==> src/sv/sep_pkg.sv <==
// Shared types and constants of the Sobel RGB edge magnitude block.
// Used by every module of the block; depends on nothing.
package sep_pkg;

  localparam int MAX_WIDTH  = 1024;
  localparam int MAX_HEIGHT = 4096;

  // Widths of the frame registers and of the position counters.
  localparam int FW_W   = 11;
  localparam int FH_W   = 13;
  localparam int COL_W  = 11;
  localparam int ROW_W  = 14;
  localparam int ADDR_W = 10;
  localparam int CR_W   = 15;

  localparam logic [FW_W-1:0] FW_RESET = 11'd1024;
  localparam logic [FH_W-1:0] FH_RESET = 13'd768;
  localparam logic [FW_W-1:0] FW_MAX   = 11'd1024;
  localparam logic [FH_W-1:0] FH_MAX   = 13'd4096;

  // Configuration register indexes.
  localparam logic REG_FRAME_WIDTH  = 1'b0;
  localparam logic REG_FRAME_HEIGHT = 1'b1;

  // Item command codes.
  localparam logic CMD_PIXEL = 1'b0;
  localparam logic CMD_DRAIN = 1'b1;

  // A root sum at or above this saturates the result.
  localparam logic [22:0] SAT_LIMIT = 23'd65281;
  localparam int          ROOT_STEPS = 8;

  typedef logic [23:0] pix_t;

  typedef struct packed {
    logic       cmd;
    logic [7:0] in_blue;
    logic [7:0] in_green;
    logic [7:0] in_red;
  } in_item_t;

  typedef struct packed {
    logic [7:0] out_blue;
    logic [7:0] out_green;
    logic [7:0] out_red;
    logic       frame_last;
  } out_item_t;

  // Effective frame size after clamping.
  typedef struct packed {
    logic [FW_W-1:0] w;
    logic [FH_W-1:0] h;
  } dims_t;

  // One window to be evaluated; pixels outside the frame are already zero.
  typedef struct packed {
    logic [8:0][23:0] pix;
    logic             last;
  } job_t;

endpackage

==> src/sv/sep_back.sv <==
// Back end: Sobel gradients, squared sum and an iterative rounded root per
// channel, with a one-entry result register. Depends on sep_pkg.
module sep_back (
  input  logic               clk,
  input  logic               rst_n,
  input  logic               job_avail,
  input  sep_pkg::job_t      job,
  output logic               job_pop,
  output logic               empty,
  input  logic               pop,
  output sep_pkg::out_item_t out_data
);

  typedef enum logic [4:0] {
    B_IDLE = 5'b00001,
    B_SQR  = 5'b00010,
    B_SUM  = 5'b00100,
    B_ROOT = 5'b01000,
    B_OUT  = 5'b10000
  } bstate_t;

  bstate_t                  state_r, state_nxt;
  logic [2:0]               cnt_r, cnt_nxt;
  logic                     last_r;
  logic signed [11:0]       gx_r [3];
  logic signed [11:0]       gy_r [3];
  logic [21:0]              sqx_r [3];
  logic [21:0]              sqy_r [3];
  logic [15:0]              s_r [3];
  logic                     sat_r [3];
  logic [9:0]               rem_r [3];
  logic [7:0]               q_r [3];
  logic                     out_valid_r;
  sep_pkg::out_item_t       out_data_r;

  logic signed [11:0]       gx [3];
  logic signed [11:0]       gy [3];
  logic [22:0]              sum [3];
  logic [11:0]              rem_sh [3];
  logic [11:0]              trial [3];
  logic [7:0]               res [3];

  // Gradients of each channel straight from the queue head.
  always_comb begin
    for (int ch = 0; ch < 3; ch++) begin
      logic signed [11:0] p [9];
      for (int k = 0; k < 9; k++) begin
        p[k] = $signed({4'b0000, job.pix[k][ch*8 +: 8]});
      end
      gx[ch] = (p[2] + (p[5] <<< 1) + p[8]) - (p[0] + (p[3] <<< 1) + p[6]);
      gy[ch] = (p[6] + (p[7] <<< 1) + p[8]) - (p[0] + (p[1] <<< 1) + p[2]);
    end
  end

  // Sum of squares and one root digit per channel.
  always_comb begin
    for (int ch = 0; ch < 3; ch++) begin
      sum[ch]    = {1'b0, sqx_r[ch]} + {1'b0, sqy_r[ch]};
      rem_sh[ch] = {rem_r[ch], s_r[ch][15:14]};
      trial[ch]  = {2'b00, q_r[ch], 2'b01};
      res[ch]    = sat_r[ch] ? 8'd255
                 : (({2'b00, q_r[ch]} < rem_r[ch]) ? q_r[ch] + 8'd1 : q_r[ch]);
    end
  end

  assign job_pop = (state_r == B_IDLE) && job_avail;

  // Sequencer.
  always_comb begin
    state_nxt = state_r;
    cnt_nxt   = cnt_r;
    case (state_r)
      B_IDLE: begin
        if (job_avail) begin
          state_nxt = B_SQR;
        end
      end
      B_SQR: begin
        state_nxt = B_SUM;
      end
      B_SUM: begin
        state_nxt = B_ROOT;
        cnt_nxt   = 3'(sep_pkg::ROOT_STEPS - 1);
      end
      B_ROOT: begin
        if (cnt_r == 3'd0) begin
          state_nxt = B_OUT;
        end else begin
          cnt_nxt = cnt_r - 3'd1;
        end
      end
      B_OUT: begin
        if (!out_valid_r) begin
          state_nxt = B_IDLE;
        end
      end
      default: begin
        state_nxt = B_IDLE;
      end
    endcase
  end

  always_ff @(posedge clk) begin
    if (!rst_n) begin
      state_r     <= B_IDLE;
      cnt_r       <= '0;
      out_valid_r <= 1'b0;
    end else begin
      state_r <= state_nxt;
      cnt_r   <= cnt_nxt;
      if (state_r == B_OUT && !out_valid_r) begin
        out_valid_r <= 1'b1;
      end else if (pop && out_valid_r) begin
        out_valid_r <= 1'b0;
      end
    end
  end

  // Datapath registers.
  always_ff @(posedge clk) begin
    for (int ch = 0; ch < 3; ch++) begin
      if (job_pop) begin
        gx_r[ch] <= gx[ch];
        gy_r[ch] <= gy[ch];
      end
      if (state_r == B_SQR) begin
        sqx_r[ch] <= 22'(gx_r[ch] * gx_r[ch]);
        sqy_r[ch] <= 22'(gy_r[ch] * gy_r[ch]);
      end
      if (state_r == B_SUM) begin
        sat_r[ch] <= (sum[ch] >= sep_pkg::SAT_LIMIT);
        s_r[ch]   <= sum[ch][15:0];
        rem_r[ch] <= '0;
        q_r[ch]   <= '0;
      end
      if (state_r == B_ROOT) begin
        s_r[ch] <= {s_r[ch][13:0], 2'b00};
        if (rem_sh[ch] >= trial[ch]) begin
          rem_r[ch] <= 10'(rem_sh[ch] - trial[ch]);
          q_r[ch]   <= {q_r[ch][6:0], 1'b1};
        end else begin
          rem_r[ch] <= rem_sh[ch][9:0];
          q_r[ch]   <= {q_r[ch][6:0], 1'b0};
        end
      end
    end
    if (job_pop) begin
      last_r <= job.last;
    end
    if (state_r == B_OUT && !out_valid_r) begin
      out_data_r.out_blue   <= res[0];
      out_data_r.out_green  <= res[1];
      out_data_r.out_red    <= res[2];
      out_data_r.frame_last <= last_r;
    end
  end

  // No result is offered while reset is held.
  assign empty    = !out_valid_r || !rst_n;
  assign out_data = out_data_r;

endmodule

==> config.mk <==
export PLATFORM = sky130hd
export DESIGN_NAME = sep_back
export DESIGN_NICKNAME = d
export VERILOG_FILES = /design/src/sv/sep_pkg.sv /design/src/sv/sep_back.sv
export SDC_FILE = /design/constraint.sdc
export NUM_CORES = 2
export LEC_CHECK = 0
export BUFFER_PORTS_ARGS = -buffer_cell sky130_fd_sc_hd__clkbuf_2
export CAP_MARGIN = 20
export CORE_ASPECT_RATIO = 1.4
export CORE_MARGIN = 3
export CORE_UTILIZATION = 35
export CTS_CLUSTER_DIAMETER = 200
export DETAILED_ROUTE_END_ITERATION = 10
export GPL_ROUTABILITY_DRIVEN = 0
export SLEW_MARGIN = 15
export SYNTH_ARGS = -nofsm -noshare
export SYNTH_HDL_FRONTEND = slang
export SYNTH_SLANG_ARGS = --single-unit
==> constraint.sdc <==
create_clock -name clk -period 6.65 [get_ports clk]
set_input_delay 1.33 -clock clk [delete_from_list [all_inputs] [get_ports clk]]
set_output_delay 1.33 -clock clk [all_outputs]
set_load 0.1 [all_outputs]
# Word level (Yosys, flattened, before mapping)
# Memory sizes are Yosys's and may differ from the RTL's.
# Index checks and enable logic that the tools add are counted.
[op_classes]
addsub = 40
n_bitwise = 15
n_reduce_logical = 11
mux = 52
n_lt_le_gt_ge = 9
n_mul = 6
eq_ne = 9
[ops]
columns = ["op", "count"]
rows = [
  ["$add 10x8->11", 12],
  ["$mul 12x12->22", 6],
  ["$add 8x9->10", 12],
  ["$mux 8", 9],
  ["$sub 11x11->12", 6],
  ["$add 22x22->23", 3],
  ["$ge 23x16->1 const B", 3],
  ["$mux 10", 6],
  ["$mux 16", 3],
  ["$ge 12x10->1", 3],
  ["$lt 8x10->1", 3],
  ["$sub 10x10->10", 3],
  ["$mux 1", 28],
  ["$pmux 5 s5", 1],
  ["$add 8x1->8 const B", 3],
  ["$mux 5", 3],
  ["$or 1x1->1", 15],
  ["$ne 2x2->1 const B", 4],
  ["$pmux 3 s2", 1],
  ["$eq 5x1->1 const B", 1],
  ["$eq 5x2->1 const B", 1],
  ["$eq 5x3->1 const B", 1],
  ["$eq 5x4->1 const B", 1],
  ["$eq 5x5->1 const B", 1],
  ["9 further kinds", 13],
]
[word_totals]
n_memories = 8
reg_bits = 35
mem_bits_rw = 309
word_cells = 158
[mem_list]
columns = ["memory", "words", "width", "read_ports", "rd_clocked_by_memory_dff", "wr", "line", "rtl"]
rows = [
  ["sqx_r", 3, 22, 3, 0, 3, "sep_back.sv:27", "logic [21:0] sqx_r [3];"],
  ["sqy_r", 3, 22, 3, 0, 3, "sep_back.sv:28", "logic [21:0] sqy_r [3];"],
  ["s_r", 3, 16, 3, 0, 3, "sep_back.sv:29", "logic [15:0] s_r [3];"],
  ["gx_r", 3, 12, 3, 0, 3, "sep_back.sv:25", "logic signed [11:0] gx_r [3];"],
  ["gy_r", 3, 12, 3, 0, 3, "sep_back.sv:26", "logic signed [11:0] gy_r [3];"],
  ["rem_r", 3, 10, 3, 0, 3, "sep_back.sv:31", "logic [9:0] rem_r [3];"],
  ["2 more memories", "n/a", "n/a", "n/a", "n/a", "n/a", "n/a", ""],
]

# Logic depth before layout (Yosys ltp)
# An unclocked memory read counts as a cell.
[depth]
word_depth = 7
ltp_mapped = 23
ltp_nobuf = 22

# Least setup slack after synthesis
# No wires, ideal clock.
[synth_path]
path_kind = "input to output"
start = "in job_avail"
end = "out job_pop"
t_arrival_ns = 5.592
slack_ns = -0.272
n_path_buf = 0
path_stages = 2
cell_sequence = "inv_1 -> nor2_1"
[synth_via]
elab_chain_cells = 1
[synth_rtl]
columns = ["item", "line", "rtl"]
rows = [
  ["start: declaration", "sep_back.sv:6", "input logic job_avail,"],
  ["$logic_and 1x1->1", "sep_back.sv:66", "assign job_pop = (state_r == B_IDLE) && job_avail;"],
  ["end: declaration", "sep_back.sv:8", "output logic job_pop,"],
]
# Every way passes these cells.

==> metrics <==
DRC 0; leading area contributor after synthesis fa_1; initial antenna violation count 4; Initial Util around a third; critical path's top delay family adder cells; CP arrival 6360 ps; dpl cells between 6000 and 7000; vias 32550; critical-path cell list nand2_1 -> inv_1 -> fa_1 -> ha_1 -> fa_1 -> inv_1 -> fa_1 -> fa_1 -> inv_1 -> ha_1 -> nor2b_1 -> o21ai_0 -> a21boi_1 -> nor4_1 -> o31ai_1 -> o41ai_2 -> o2111ai_1 -> a21oi_1 -> xnor2_1; Setup crit start kind register; worst hold path type reg -> reg; Crit Path Class reg -> reg; largest cells by area after synthesis fa_1 34%, edfxtp_1 20%, ha_1 13%, inv_1 9.7%, xnor2_1 4.0%; Hold Worst Slack 485.4 ps; Setup TNS Final 0 ps; Worst path slowest cell edfxtp_1; mapped cell area approximately 50000 um^2; fmax about 170 MHz; insertion delay to the later sink of the worst-skew pair 600 ps; Post-synth top flop edfxtp_1; Hold Vio Cnt, Final 0; die width approximately 330 um; IO Count 248; top-count cell post-synth inv_1; CTS root buf clkbuf_16; fin cells 7052; IO buf count about 220; area share of the largest cell type after synthesis 34.41%; sum of buffers and inverters on the critical path 3; CTS max path bufs 3; top post-synthesis cells by count 1282 x inv_1, 857 x fa_1, 511 x ha_1, 327 x edfxtp_1, 309 x nor2_1; final net count 6707; Slew HR 29.98%; Die ar. 147100 um^2; first-pass GRT wire length 177200 um; Tot GR Track Use roughly 15%; H-tree depth 2; Clk pin slew, worst setup/hold paths 60 ps; DRT Pass-1 Iters 5; Syn. warnings 0; global route overflow 0; sequential-to-total area share from yosys stat 20.13%; fin. max-slew vios 0; # clock sinks 338; placed wire-length estimate 89530 um; routed len/inst 14.97 um; TritonCTS clock tree done; vias in the first global route 35810; RSZ-0062 raised after global routing false; number of synthesized flops with an enable pin ~330; Async SR Flop Fraction 0%; ratio of cells with drive above 1 in the final layout 7.395%; WP data required around 7000 ps; Crit. End Element register; hold_buf cts 0; most frequent CP cell fa_1; Max Cap Violations 0; Setup Skew between 20 and 30 ps; DR iter-0 viols 1352; filler instances about 14000; post-CTS setup buffers 0; crit-path max FO 16; Synth cell types between 80 and 90; Die Span Y 452.6 um; synthesized area per cell 10.15 um^2; run status finished clean; Final setup viols 0; Crit path largest cell delay 790 ps; Post-Synthesis Cells 4912; final core utilization slightly below 40%; antenna viol nets, final 0; largest net degree at the start of global routing between 70 and 80; drt total wl 105600 um; final worst path period share 90.80%; Slew @ Worst Pin 1050 ps; Synth Net Count 6501; core region area 141300 um^2; Num CTS Buffers 42; Tmin final 6038 ps; DR vias/cell 4.615; post-cts sizing count 0; Area growth, synth to finish 9.505%; Yosys reg bits 338; Std-Cell Rows around 160
[cells in the final DEF, fill, tap and decap left out, drive strengths merged, types with 11 or more instances in the layout]
cell	synthesis	routed
a21o	44	44
nand3	66	66
nand4	12	12
o21a	41	41
o21ai	97	97
or3	18	18
fa	857	857
a31oi	12	12
a211oi	28	28
a21oi	137	137
xor2	63	63
buf	4	26
a22o	16	16
o21bai	19	19
nor2	309	309
o31ai	18	18
clkinv	0	11
nand2b	30	30
or2	16	16
edfxtp	327	327
nor3	48	48
and2	182	182
mux2i	30	30
dfxtp	11	11
nand2	264	264
nor2b	43	43
ha	511	511
inv	1285	1289
clkbuf	83	277
xnor2	230	230
[worst register-to-register path, delay by kind of cell (launching register included)]
family                   cells  cell delay, ps
AO/OA/AOI/OAI                6            1450
adder cells (fa/ha/maj)      6            2480
flip-flops                   1             790
XOR/XNOR                     1              80
AND/OR/NAND/NOR              3             760
buffers and inverters        3             220
[cell families (layout without fill, tap and decap cells)]
family | Yosys count | count (layout) | share of synthesized area (%)
xor gates and xnor gates | 293 | 293 | 5.146
DFF | 338 | 338 | 20.13
and+or+nand+nor | 1028 | 1028 | 9.856
AOI/OAI and AO/OA | 481 | 481 | 6.629
adders and majority gates | 1368 | 1368 | 47.23
muxes | 32 | 32 | 0.6474
buffers and inverters | 1372 | 1612 | 10.36
other | 0 | 3 | 0
[sequential cells by signal, summed over array words and instances (netlist names)]
signal       flops
s_r             48
state_r          5
rem_r           30
sqx_r           63
out_data        25
sat_r            3
gy_r            36
cnt_r            3
last_r           1
q_r             24
sqy_r           63
gx_r            36
out_valid_r      1
[worst paths after layout]
kind                from            to  slack (ps)  cells after the start
min             cnt_r[0]      cnt_r[0]         490                      1
min reg2reg     cnt_r[0]      cnt_r[0]         490                      1
max reg2reg  gy_r[0][14]  sqy_r[0][43]         610                     19
max          gy_r[0][14]  sqy_r[0][43]         610                     19
[per-stage QoR]
step	cell area (um^2)	setup WS [ps]
6_report	54600	611.5
4_1_cts	54600	615.8
2_1_floorplan	49870	1135
3_5_place_dp	53240	662.2
5_1_grt	54600	122.2
3_3_place_gp	53240	710.8
[area by class of cell]
type	count	area, um^2	area share, %
tap	1897	2374	4.347
sequential	338	10040	18.39
timing repair buffer	249	1311	2.401
antenna	3	7.507	0.01375
multi-input combinational	3202	34690	63.53
clock buffer	54	1126	2.062
clock inverter	24	232.7	0.4262
inverter	1285	4826	8.838
[layer usage]
| metal | routed length, um | GRT usage, % | part of all wire [%] |
|---|---|---|---|
| met5 | 0 | 0 | 0 |
| met3 | 3526 | 1.829 | 3.3 |
| met4 | 2458 | 3.596 | 2.3 |
| met2 | 56560 | 28.20 | 54 |
| met1 | 43010 | 17.59 | 41 |
Power is not shown: default switching activity piles up to over one toggle a cycle in this logic, so the estimate is an artifact.
