==> config.mk <==
export PLATFORM = sky130hd
export DESIGN_NAME = sep_jobq
export DESIGN_NICKNAME = d
export VERILOG_FILES = /design/src/sv/sep_pkg.sv /design/src/sv/sep_jobq.sv
export SDC_FILE = /design/constraint.sdc
export NUM_CORES = 1
export LEC_CHECK = 0
export BUFFER_PORTS_ARGS = -buffer_cell sky130_fd_sc_hd__buf_4
export CORE_MARGIN = 2
export CORE_UTILIZATION = 47
export DETAILED_ROUTE_END_ITERATION = 6
export PLACE_DENSITY = 0.75
export SYNTH_ARGS = -nofsm -noshare
export SYNTH_HDL_FRONTEND = slang
export SYNTH_SLANG_ARGS = --single-unit
==> constraint.sdc <==
create_clock -name clk -period 10.1 [get_ports clk]
set_input_delay 0 -clock clk [delete_from_list [all_inputs] [get_ports clk]]
set_output_delay 0 -clock clk [all_outputs]
set_load 0.02 [all_outputs]
==> src/sv/sep_pkg.sv <==
// Shared types and constants of the Sobel RGB edge magnitude block.
// Used by every module of the block; depends on nothing.
package sep_pkg;

  localparam int MAX_WIDTH  = 1024;
  localparam int MAX_HEIGHT = 4096;

  // Widths of the frame registers and of the position counters.
  localparam int FW_W   = 11;
  localparam int FH_W   = 13;
  localparam int COL_W  = 11;
  localparam int ROW_W  = 14;
  localparam int ADDR_W = 10;
  localparam int CR_W   = 15;

  localparam logic [FW_W-1:0] FW_RESET = 11'd1024;
  localparam logic [FH_W-1:0] FH_RESET = 13'd768;
  localparam logic [FW_W-1:0] FW_MAX   = 11'd1024;
  localparam logic [FH_W-1:0] FH_MAX   = 13'd4096;

  // Configuration register indexes.
  localparam logic REG_FRAME_WIDTH  = 1'b0;
  localparam logic REG_FRAME_HEIGHT = 1'b1;

  // Item command codes.
  localparam logic CMD_PIXEL = 1'b0;
  localparam logic CMD_DRAIN = 1'b1;

  // A root sum at or above this saturates the result.
  localparam logic [22:0] SAT_LIMIT = 23'd65281;
  localparam int          ROOT_STEPS = 8;

  typedef logic [23:0] pix_t;

  typedef struct packed {
    logic       cmd;
    logic [7:0] in_blue;
    logic [7:0] in_green;
    logic [7:0] in_red;
  } in_item_t;

  typedef struct packed {
    logic [7:0] out_blue;
    logic [7:0] out_green;
    logic [7:0] out_red;
    logic       frame_last;
  } out_item_t;

  // Effective frame size after clamping.
  typedef struct packed {
    logic [FW_W-1:0] w;
    logic [FH_W-1:0] h;
  } dims_t;

  // One window to be evaluated; pixels outside the frame are already zero.
  typedef struct packed {
    logic [8:0][23:0] pix;
    logic             last;
  } job_t;

endpackage

==> src/sv/sep_jobq.sv <==
// Two-entry queue of window jobs between the front and the back.
// Depends on sep_pkg for the job type.
module sep_jobq (
  input  logic          clk,
  input  logic          rst_n,
  input  logic          wr_en,
  input  sep_pkg::job_t wr_data,
  output logic          q_full,
  input  logic          rd_en,
  output logic          q_empty,
  output sep_pkg::job_t rd_data
);

  sep_pkg::job_t mem_r [2];
  logic          wp_r, wp_nxt;
  logic          rp_r, rp_nxt;
  logic [1:0]    cnt_r, cnt_nxt;

  // Pointer and fill bookkeeping.
  always_comb begin
    wp_nxt  = wp_r;
    rp_nxt  = rp_r;
    cnt_nxt = cnt_r;
    if (wr_en) begin
      wp_nxt = ~wp_r;
    end
    if (rd_en) begin
      rp_nxt = ~rp_r;
    end
    if (wr_en && !rd_en) begin
      cnt_nxt = cnt_r + 2'd1;
    end else if (rd_en && !wr_en) begin
      cnt_nxt = cnt_r - 2'd1;
    end
  end

  always_ff @(posedge clk) begin
    if (!rst_n) begin
      wp_r  <= 1'b0;
      rp_r  <= 1'b0;
      cnt_r <= 2'd0;
    end else begin
      wp_r  <= wp_nxt;
      rp_r  <= rp_nxt;
      cnt_r <= cnt_nxt;
    end
  end

  // Storage holds payload only.
  always_ff @(posedge clk) begin
    if (wr_en) begin
      mem_r[wp_r] <= wr_data;
    end
  end

  assign q_full  = (cnt_r == 2'd2);
  assign q_empty = (cnt_r == 2'd0);
  assign rd_data = mem_r[rp_r];

endmodule

After elaboration in Yosys (flattened, before gate mapping)
Memories as Yosys holds them, arrays and structs flattened. A register that Yosys moved wholly into a read port is not among the register bits.
Cells that the tools add are included.
{"block": "op_classes", "addsub": 2, "n_mul": 0, "div_mod_pow": 0, "order_cmp": 0, "eq_ne": 1, "n_shift": 0, "muxes": 6, "n_bitwise": 2, "n_reduce_logical": 6}
{"cell": "1-bit 2-to-1 mux", "n": 4}
{"cell": "2-bit 2-to-1 mux", "n": 2}
{"cell": "2-bit by 1-bit adder with 2-bit output (second input constant)", "n": 1}
{"cell": "2-bit equality test (second input constant)", "n": 1}
{"cell": "1-bit logical AND", "n": 2}
{"cell": "1-bit logical NOT", "n": 2}
{"cell": "2-bit logical NOT", "n": 1}
{"cell": "1-bit NOT", "n": 2}
{"cell": "2-bit nonzero test", "n": 1}
{"cell": "2-bit by 1-bit subtractor with 2-bit output (second input constant)", "n": 1}
{"block": "totals", "reg_bits": 4, "latchBits": 0, "mem_bits_rw": 434, "romBits": 0, "input_bits": 221, "n_memories": 1}
{"memory": "mem_r", "words": 2, "width": 217, "rd": 1, "rd_ports_with_merged_regs": 1, "wr": 1, "line": "sep_jobq.sv:14", "text": "sep_pkg::job_t mem_r [2];"}

Longest topological paths before layout
Gate-level depths: netlist (run 1).
{"block": "logic_depth", "ltp_word": 4, "ltp_mapped": 5, "ltp_nobuf": 5}

Worst setup path after synthesis (run 1)
No wires, ideal clock.
{"block": "synth_path", "kind": "register to register", "start": "reg wp_r", "end": "reg wp_r", "setup_ps": 103, "t_arrival_ps": 10596, "slack_ps": -598, "stages_incl_launch_ff": 3, "path_buffers": 0, "synth_period_minus_slack_ps": 10698, "path_cell_list": "dfxtp_1 > nor2b_1 > o21a_1"}
{"block": "synth_via", "elab_chain_cells": 1}
{"element": "from (decl)", "line": "sep_jobq.sv:15", "text": "logic wp_r, wp_nxt;"}
{"element": "from (signal assigned)", "line": "sep_jobq.sv:43", "text": "wp_r <= wp_nxt;"}
{"element": "1-bit NOT", "line": "sep_jobq.sv:25", "text": "wp_nxt = ~wp_r;"}
No other way between the ends.
A chain may end at the register's enable or synchronous reset.

==> impl_metrics.ini, run 1 <==
[logic_synthesis]
synth_cells = 697
netlist_area_mm2 = 0.0164
yosys.area.top_type = edfxtp_1
avgSynthCellArea_um2 = 23.5
synth_top_area_share_pct = 79.5
synth.distinct_cells = 17
synth_fp_nets = 919
ys_seq_area_share_pct = 80.1
yosys-top-cells-area = edfxtp_1 (79%), mux2_4 (12%), mux2_2 (6.0%)
yosysWarnings = 0
synth-seq-cells = 439

[placed_design]
port_buffers = 439
place.gp.congestion = 0.797
place_area_mm2 = 0.0201
dp_slack_ns = 6.95
dp_hpwl_mm = 23.3
placed_cells = 1577

[sta]
finalSetupViolCount = 0
tns_ns = 0
report.final.slew_viol_count = 0
rsz0062_at_grt = no
post-route-period-util_pct = 36.4
fin_crit_ns = 3.68
final.setup_skew_ns = 0.0212
tightest_slew_ns = 1.11
clock.fmax_ghz = 0.272
worst_slack_ns = 6.42
relSlewSlack_pct = 26.0
timing_hold_violations_final = 0

[global_route]
grt_usage_pct = 20.4
antenna_found_initial = 1
grt_pass1_vias = 9948
grt-ovfl-total = 0
grt_pass1_wl_mm = 56.1
grt_max_degree = 80

[clock_network]
htree_num_levels = 2
numCtsBuffers = 44
clkLatencyLatePin_ns = 0.54
root_buffer = clkbuf_16
clock_sinks = 439
path_clk_slew_ns = 0.06
tritoncts = done
cts_setup_buffers = 0
clockBufferDepth = 3

[worst_setup_path]
setup.worst_path.class = flip-flop to primary output
timing.rr.start = wp_r$_SDFFE_PN0P_
cp.required_ns = 10.10
path_max_fanout = 59
critPathLaunchType = flip-flop
worst-endpoint-arrival_ns = 3.68
timing.critical_path.to_type = primary output

[detailed_routing]
drtIter0Drc = 480
drt_first_pass_iters = 5
drt_wl_total_mm = 38.5
drc = 0
vias_per_cell = 4.91
num_vias = 9228
postRouteAntennaNets = 0
wl_per_cell_um = 20.5

[layout]
final_cell_mix = buf_4 (449), edfxtp_1 (434), dlygate4sd3_1 (221)
syn2layout_area_growth_pct = 44.4
fin_cells = 1880
drive_above_1_share_pct = 51.1
final_common_cell = buf_4
fin_area_mm2 = 0.0237
finalNetCount = 1611
final_util_pct = 68.8

[die]
num_rows = 68
core-area_mm2 = 0.0345
die_area_mm2 = 0.0364
start_util_pct = 47.6
die_y_um = 191
num_io_pins = 440
die_w_um = 191

[job]
max_cap_viol_count = 0

[min_path]
min-delay-start = wr_data[39]
hold_path_class = primary input to flip-flop

[pwr]
peakVddDrop_v = 0.000155
power_density_mw_per_mm2 = 183
leakagePower_nw = 9.22

[outcome]
status = complete, no violations
[metrics by stage]
step / hold WS, ns / power (mW)
4_1_cts: 0.142 / 4.35
5_1_grt: 0.160 / 4.47
6_report: 0.178 / 4.33
2_1_floorplan: 0.0989 / 2.53
3_3_place_gp: 0.185 / 2.76
3_5_place_dp: 0.188 / 2.77
[state kept, by name (all words and copies together), names as in the netlist, named ones only]
signal	count
mem_r	434
cnt_r	2
rp_r	1
wp_r	1
[Yosys cell counts]
cell type / n
xor2_1: 2
edfxtp_1: 434
mux2_2: 87
a21boi_0: 1
and2_1: 4
buf_2: 8
buf_6: 16
or3_1: 1
inv_1: 1
nor2_1: 1
nor2b_1: 3
mux2_4: 130
ha_1: 1
dfxtp_1: 5
o21a_1: 1
xnor2_1: 1
o21ai_0: 1
[metal layers]
metal / vias up / track usage, % / wire [µm]
met4: 0 / 8.53 / 1420
li1: 4178 / - / -
met5: - / 0 / 0
met2: 417 / 36.5 / 19900
met3: 85 / 5.36 / 2870
met1: 4548 / 23.1 / 14300
[timing repair]
item,in CTS,in global routing
resized for setup,0,0
endpoints found under the hold margin,439,0
hold buffers,221,0
setup endpoints to repair,0,0
[worst max-delay path, stage by stage, from the launching register on]
cell and delay [ns]:
dfxtp_4 0.87, buf_4 0.71, buf_4 0.88, mux2_2 0.43, buf_4 0.16
[area by class of cell]
type,instances,area (µm²)
flip-flops and latches,439,13100
fillers,2108,10800
repair buffers,670,5580
multi-input cells,233,3050
clock buffers,54,1160
well taps,455,569
clock inverters,26,179
diodes,2,5.00
inverters,1,3.75
[worst paths after layout]
path                                                end  slack (ns)  depth (start not counted)
worst max-delay path                        rd_data[48]        6.42                          4
worst min-delay path             mem_r[0][39]$_DFFE_PP_        0.18                          2
worst max register to register  mem_r[1][181]$_DFFE_PP_        7.36                          3
worst min register to register    cnt_r[1]$_SDFFE_PN0P_        0.52                          2
[power breakdown]
part | internal (mW) | switching, mW | leakage, nW
combinational | 0.350 | 0.317 | 4.44
clock | 0.868 | 0.654 | 0.659
sequential | 2.11 | 0.0356 | 4.12
[cells by family (layout without fill, tap and decap cells)]
logic type,Yosys count,count (layout),synth area share [%]
compound gates,3,3,0.122
xor+xnor,3,3,0.160
fa+ha+maj,1,1,0.0763
buf+inv,25,751,1.37
flops,439,439,80.1
mux,217,217,17.9
other cells,0,2,0
simple gates,9,9,0.328
(Power assumes the default switching activity.)
==> inputs of run 2 (changes only) <==
CORE_UTILIZATION = 52   (was 47)
PLACE_DENSITY = 0.79   (was 0.75)
clock period = 3.45 ns   (was 10.1 ns; I/O delays follow)
==> run 2 against run 1 <==
Net effect:
- clock skew decreased by 0.0089 ns
- flip-flop and latch count unchanged
- core utilization increased by 7.5 points
- via count increased by 2.6%
- critical path type unchanged
- critical endpoint is now rd_data[62]
==> impl_metrics.ini, run 2 (synthesized netlist as in run 1, its figures left out) <==
[outcome]
status = complete, no violations

[sta]
post-route-period-util_pct = 71.3
report.final.slew_viol_count = 0
finalSetupViolCount = 0
final.setup_skew_ns = 0.0123
rsz0062_at_grt = no
timing_hold_violations_final = 0
tightest_slew_ns = 1.08
relSlewSlack_pct = 27.6
hold_ws_ns = 0.192
clock.fmax_ghz = 0.407
fin_crit_ns = 2.46
worst_slack_ns = 0.992

[die]
die_w_um = 182
num_io_pins = 440
num_rows = 65
die_area_mm2 = 0.0330
core-area_mm2 = 0.0313
start_util_pct = 52.4
die_y_um = 182

[global_route]
grt_max_degree = 51
grt_pass1_vias = 10400
grt-ovfl-total = 0
grt_usage_pct = 24.7
grt_pass1_wl_mm = 61.0
antenna_found_initial = 6

[worst_setup_path]
setup.worst_path.class = flip-flop to primary output
timing.critical_path.to_type = primary output
rrSetupSlack_ns = 1.50
timing.rr.start = wp_r$_SDFFE_PN0P_
crit_chain = buf_4 > mux2_2 > buf_4
r2r-end = mem_r[0][91]$_DFFE_PP_
path_max_fanout = 49
critPathTopFamily = flip-flops
worst-endpoint-arrival_ns = 2.46
r2r_cells = 2
critPathLaunchType = flip-flop
critPathSlowestCell = dfxtp_4
max_stage_delay_ns = 0.90
endpoint = rd_data[62]
cp_num_buf_inv = 2
worst-path-stages = 3
cp.required_ns = 3.45
crit_top_cell = buf_4

[layout]
finalNetCount = 1630
top_register = mem_r
fin_cells = 1849
final_common_cell = buf_4
syn2layout_area_growth_pct = 45.6
drive_above_1_share_pct = 51.8
largest_register_ffs = 434
fillers = 1589
top_regs = mem_r: 434 flops, cnt_r: 2 flops
final_cell_mix = buf_4 (460), edfxtp_1 (434), dlygate4sd3_1 (221)

[clock_network]
cts_setup_buffers = 0
root_buffer = clkbuf_16
clkLatencyLatePin_ns = 0.53
tritoncts = done
clock_sinks = 439
cts-resized-gates = 0
path_clk_slew_ns = 0.06
cts_hold_buf = 221
clockBufferDepth = 3
htree_num_levels = 2
numCtsBuffers = 44

[placed_design]
dp_hpwl_mm = 24.1
place.gp.congestion = 0.786
placed_cells = 1543
dp_slack_ns = 1.50
port_buffers = 439

[min_path]
hold_path_class = primary input to flip-flop
min-delay-start = wr_data[59]
hold_depth = 2

[detailed_routing]
drt_first_pass_iters = 4
wl_per_cell_um = 22.5
drtIter0Drc = 644
drt_wl_total_mm = 41.5
drc = 0
num_vias = 9464
vias_per_cell = 5.12
postRouteAntennaNets = 0

[pwr]
power.total_mw = 12.8
peakVddDrop_v = 0.000464
power_density_mw_per_mm2 = 536
leakagePower_nw = 9.33

[job]
max_cap_viol_count = 0
==> run 2: worst min-delay path by stage <==
stage,endpoint
after floorplan,mem_r[0][0]$_DFFE_PP_
after global placement,mem_r[0][108]$_DFFE_PP_
after detailed placement,mem_r[1][22]$_DFFE_PP_
after CTS,mem_r[0][22]$_DFFE_PP_
after global routing,mem_r[0][59]$_DFFE_PP_
final,mem_r[0][59]$_DFFE_PP_
==> run 2: layer usage <==
metal  vias up  track usage (%)  routed length [µm]
met5         -                0                   0
met4         0             9.17                1290
met3        78             5.78                3290
met2       500             44.6               22100
met1      4673             28.7               14900
li1       4213                -                   -
==> run 2: power by group <==
group	leakage (nW)	total [mW]	internal (mW)	switching [mW]
Sequential	4.12	6.28	6.17	0.107
Clock	0.647	4.49	2.56	1.93
Combinational	4.57	2.03	1.06	0.972
==> run 2: worst register-to-register path, cell delays in order (launching register included) <==
cell and delay (ns):
dfxtp_2 0.34, nor2b_4 0.84, buf_4 0.44
==> run 2: layout make-up <==
class,count,area [µm²],area share (%)
sequential,439,13100,55.0
inverter,1,3.75,0.0157
timing repair buffer,689,5830,24.4
clock buffer,60,1180,4.95
tap,402,503,2.11
antenna,6,15.0,0.0629
multi-input combinational,233,3050,12.8
clock inverter,19,158,0.660
==> run 2: stage by stage <==
| step | setup TNS (ns) | util, % | cell area [µm²] |
|---|---|---|---|
| after CTS | 0 | 76.2 | 23900 |
| after floorplan | -112.64 | - | 16400 |
| after global placement | 0 | 64.9 | 20300 |
| after global routing | 0 | 76.3 | 23900 |
| after detailed placement | 0 | 64.9 | 20300 |
| final | 0 | 76.3 | 23900 |
==> inputs of run 3 (changes only) <==
ABC_AREA = 1   (was unset)
CORE_UTILIZATION = 47   (was 52)
PLACE_DENSITY = 0.75   (was 0.79)
clock period = 2 ns   (was 3.45 ns; I/O delays follow)
==> run 3 against run 2 <==
Net effect:
- non-clock buffer count is 1 lower
- sequential share of layout area is 0.18 points lower
- register-to-register slack worse by 1.2 ns
- clock skew is 0.0081 ns lower
- die area up 10%
- worst setup slack worse by 0.88 ns
- cell count rose by 3.0%
- global-route usage fell by 4.4 points
- first-iteration DRC count shrank 22%
- core utilization decreased by 6.7 points
- flip-flop and latch count is the same
- critical path type unchanged
- critical endpoint is now rd_data[170]
==> impl_metrics.ini, run 3 <==
[sta]
timing_hold_violations_final = 0
post-route-period-util_pct = 94.4
tightest_slew_ns = 0.749
fin_crit_ns = 1.89
final.setup_skew_ns = 0.00423
hold_ws_ns = 0.188
clock.fmax_ghz = 0.529
report.final.slew_viol_count = 0
rsz0062_at_grt = no
tns_ns = 0
relSlewSlack_pct = 50.1
finalSetupViolCount = 0

[worst_setup_path]
max_stage_delay_ns = 0.37
critPathSlowestCell = dfxtp_4
crit_chain = buf_12 > buf_12 > mux2_4 > buf_4
cp.required_ns = 2.00
crit_top_cell = buf_12
timing.critical_path.to_type = primary output
setup.worst_path.class = flip-flop to primary output
cp_num_buf_inv = 3
path_max_fanout = 44
critPathTopFamily = buffers and inverters
critPathLaunchType = flip-flop
worst-endpoint-arrival_ns = 1.89

[logic_synthesis]
synth.distinct_cells = 14
synthArstFlopShare_pct = 0
synth_common_cells = edfxtp_1 (434), mux2_4 (130), mux2_2 (87)
yosys-top-cells-area = edfxtp_1 (79%), mux2_4 (12%), mux2_2 (6.0%)
yosysWarnings = 0
synth_cells = 710
yosys.area.top_type = edfxtp_1
yosysMostFrequentCell = edfxtp_1
avgSynthCellArea_um2 = 23.1
synth_edf_count = 434
ys.flop_type = edfxtp_1
synth_top_area_share_pct = 79.4
netlist_area_mm2 = 0.0164
synth-seq-cells = 439
synth_fp_nets = 932
ys_seq_area_share_pct = 80.0

[global_route]
grt-ovfl-total = 0
antenna_found_initial = 4
grt_max_degree = 112
grt_pass1_wl_mm = 56.0
grt_pass1_vias = 10100
grt_usage_pct = 20.3

[placed_design]
port_buffers = 439
dp_hpwl_mm = 24.3
place.gp.congestion = 0.792
placed_cells = 1604

[layout]
top_register = mem_r
drive_above_1_share_pct = 51.3
largest_register_ffs = 434
finalNetCount = 1642
final_common_cell = buf_4
final_cell_mix = buf_4 (449), edfxtp_1 (434), dlygate4sd3_1 (222)
top_regs = mem_r: 434 flops, cnt_r: 2 flops
syn2layout_area_growth_pct = 46.0
final_util_pct = 69.5
fin_cells = 1904

[die]
die_area_mm2 = 0.0364
die_y_um = 191
start_util_pct = 47.6
core-area_mm2 = 0.0345
num_io_pins = 440
die_w_um = 191
num_rows = 68

[clock_network]
path_clk_slew_ns = 0.06
clkLatencyLatePin_ns = 0.54
htree_num_levels = 2
tritoncts = done
clock_sinks = 439
root_buffer = clkbuf_16
numCtsBuffers = 44
clockBufferDepth = 3

[detailed_routing]
num_vias = 9285
drc = 0
postRouteAntennaNets = 0
drt_first_pass_iters = 5
wl_per_cell_um = 20.1
drtIter0Drc = 503
vias_per_cell = 4.88
drt_wl_total_mm = 38.3

[outcome]
status = complete, no violations

[pwr]
leakagePower_nw = 9.34
peakVddDrop_v = 0.000836
power_density_mw_per_mm2 = 894
power.total_mw = 21.4

[min_path]
hold_path_class = primary input to flip-flop

[job]
max_cap_viol_count = 0
## run 3: changes by cell type after synthesis, moves of 2 or more
| cell | delta |
|---|---|
| and2_1 | -4 |
| nor2b_1 | -3 |
| nor2_1 | +8 |
| xor2_1 | -2 |
| inv_1 | +7 |
| nand2_1 | +8 |
## run 3: kinds of logic after synthesis
logic type | count (synthesis) | share of synthesized area (%)
buffers and inverters | 32 | 1.52
AND/OR/NAND/NOR | 19 | 0.457
multiplexers | 217 | 17.9
flip-flops | 439 | 80.0
AO/OA/AOI/OAI | 2 | 0.0609
adder cells (fa/ha/maj) | 1 | 0.0762
## run 3: worst paths after layout
path                          start                     end  slack (ns)  cells past startpoint
setup / recovery          flip-flop            rd_data[170]        0.11                      4
hold / removal          wr_data[35]  mem_r[1][35]$_DFFE_PP_        0.19                      2
setup reg to reg  wp_r$_SDFFE_PN0P_       wp_r$_SDFFE_PN0P_        0.26                      5
hold reg to reg   rp_r$_SDFFE_PN0P_       rp_r$_SDFFE_PN0P_        0.50                      2
## run 3: layout make-up
class / count / area [µm²]
Fill cell: 2035 / 10500
Tap cell: 455 / 569
Multi-Input combinational cell: 239 / 3040
Antenna cell: 4 / 10.0
Inverter: 8 / 33.8
Clock buffer: 59 / 1180
Sequential cell: 439 / 13100
Clock inverter: 12 / 93.8
Timing Repair Buffer: 688 / 5900
## run 3: metrics by stage
step	instance area [µm²]	setup slack, ns
finish	24000	0.111
global route	24000	0.0452
CTS	23900	-0.0827
detailed placement	20400	0.486
global placement	20400	0.513
floorplan	16400	-2.03
## run 3: what timing repair did
item / CTS / global route
setup buffers: 0 / 3
endpoints found under the setup margin: 100 / 143
hold buffers: 222 / 0
hold endpoints to repair: 439 / 0
resized for setup: 1 / 5
## run 3: layer usage
metal / global-route usage [%] / routed length, µm / up-vias
met5: 0 / 0 / -
li1: - / - / 4232
met2: 35.8 / 19900 / 396
met3: 6.04 / 3140 / 80
met4: 7.99 / 1220 / 0
met1: 23.2 / 14100 / 4577
## run 3: power by group
group | total [mW] | switching, mW | leakage (nW) | internal (mW)
Sequential | 10.8 | 0.132 | 4.12 | 10.7
Clock | 7.44 | 3.20 | 0.604 | 4.24
Combinational | 3.18 | 1.52 | 4.62 | 1.66
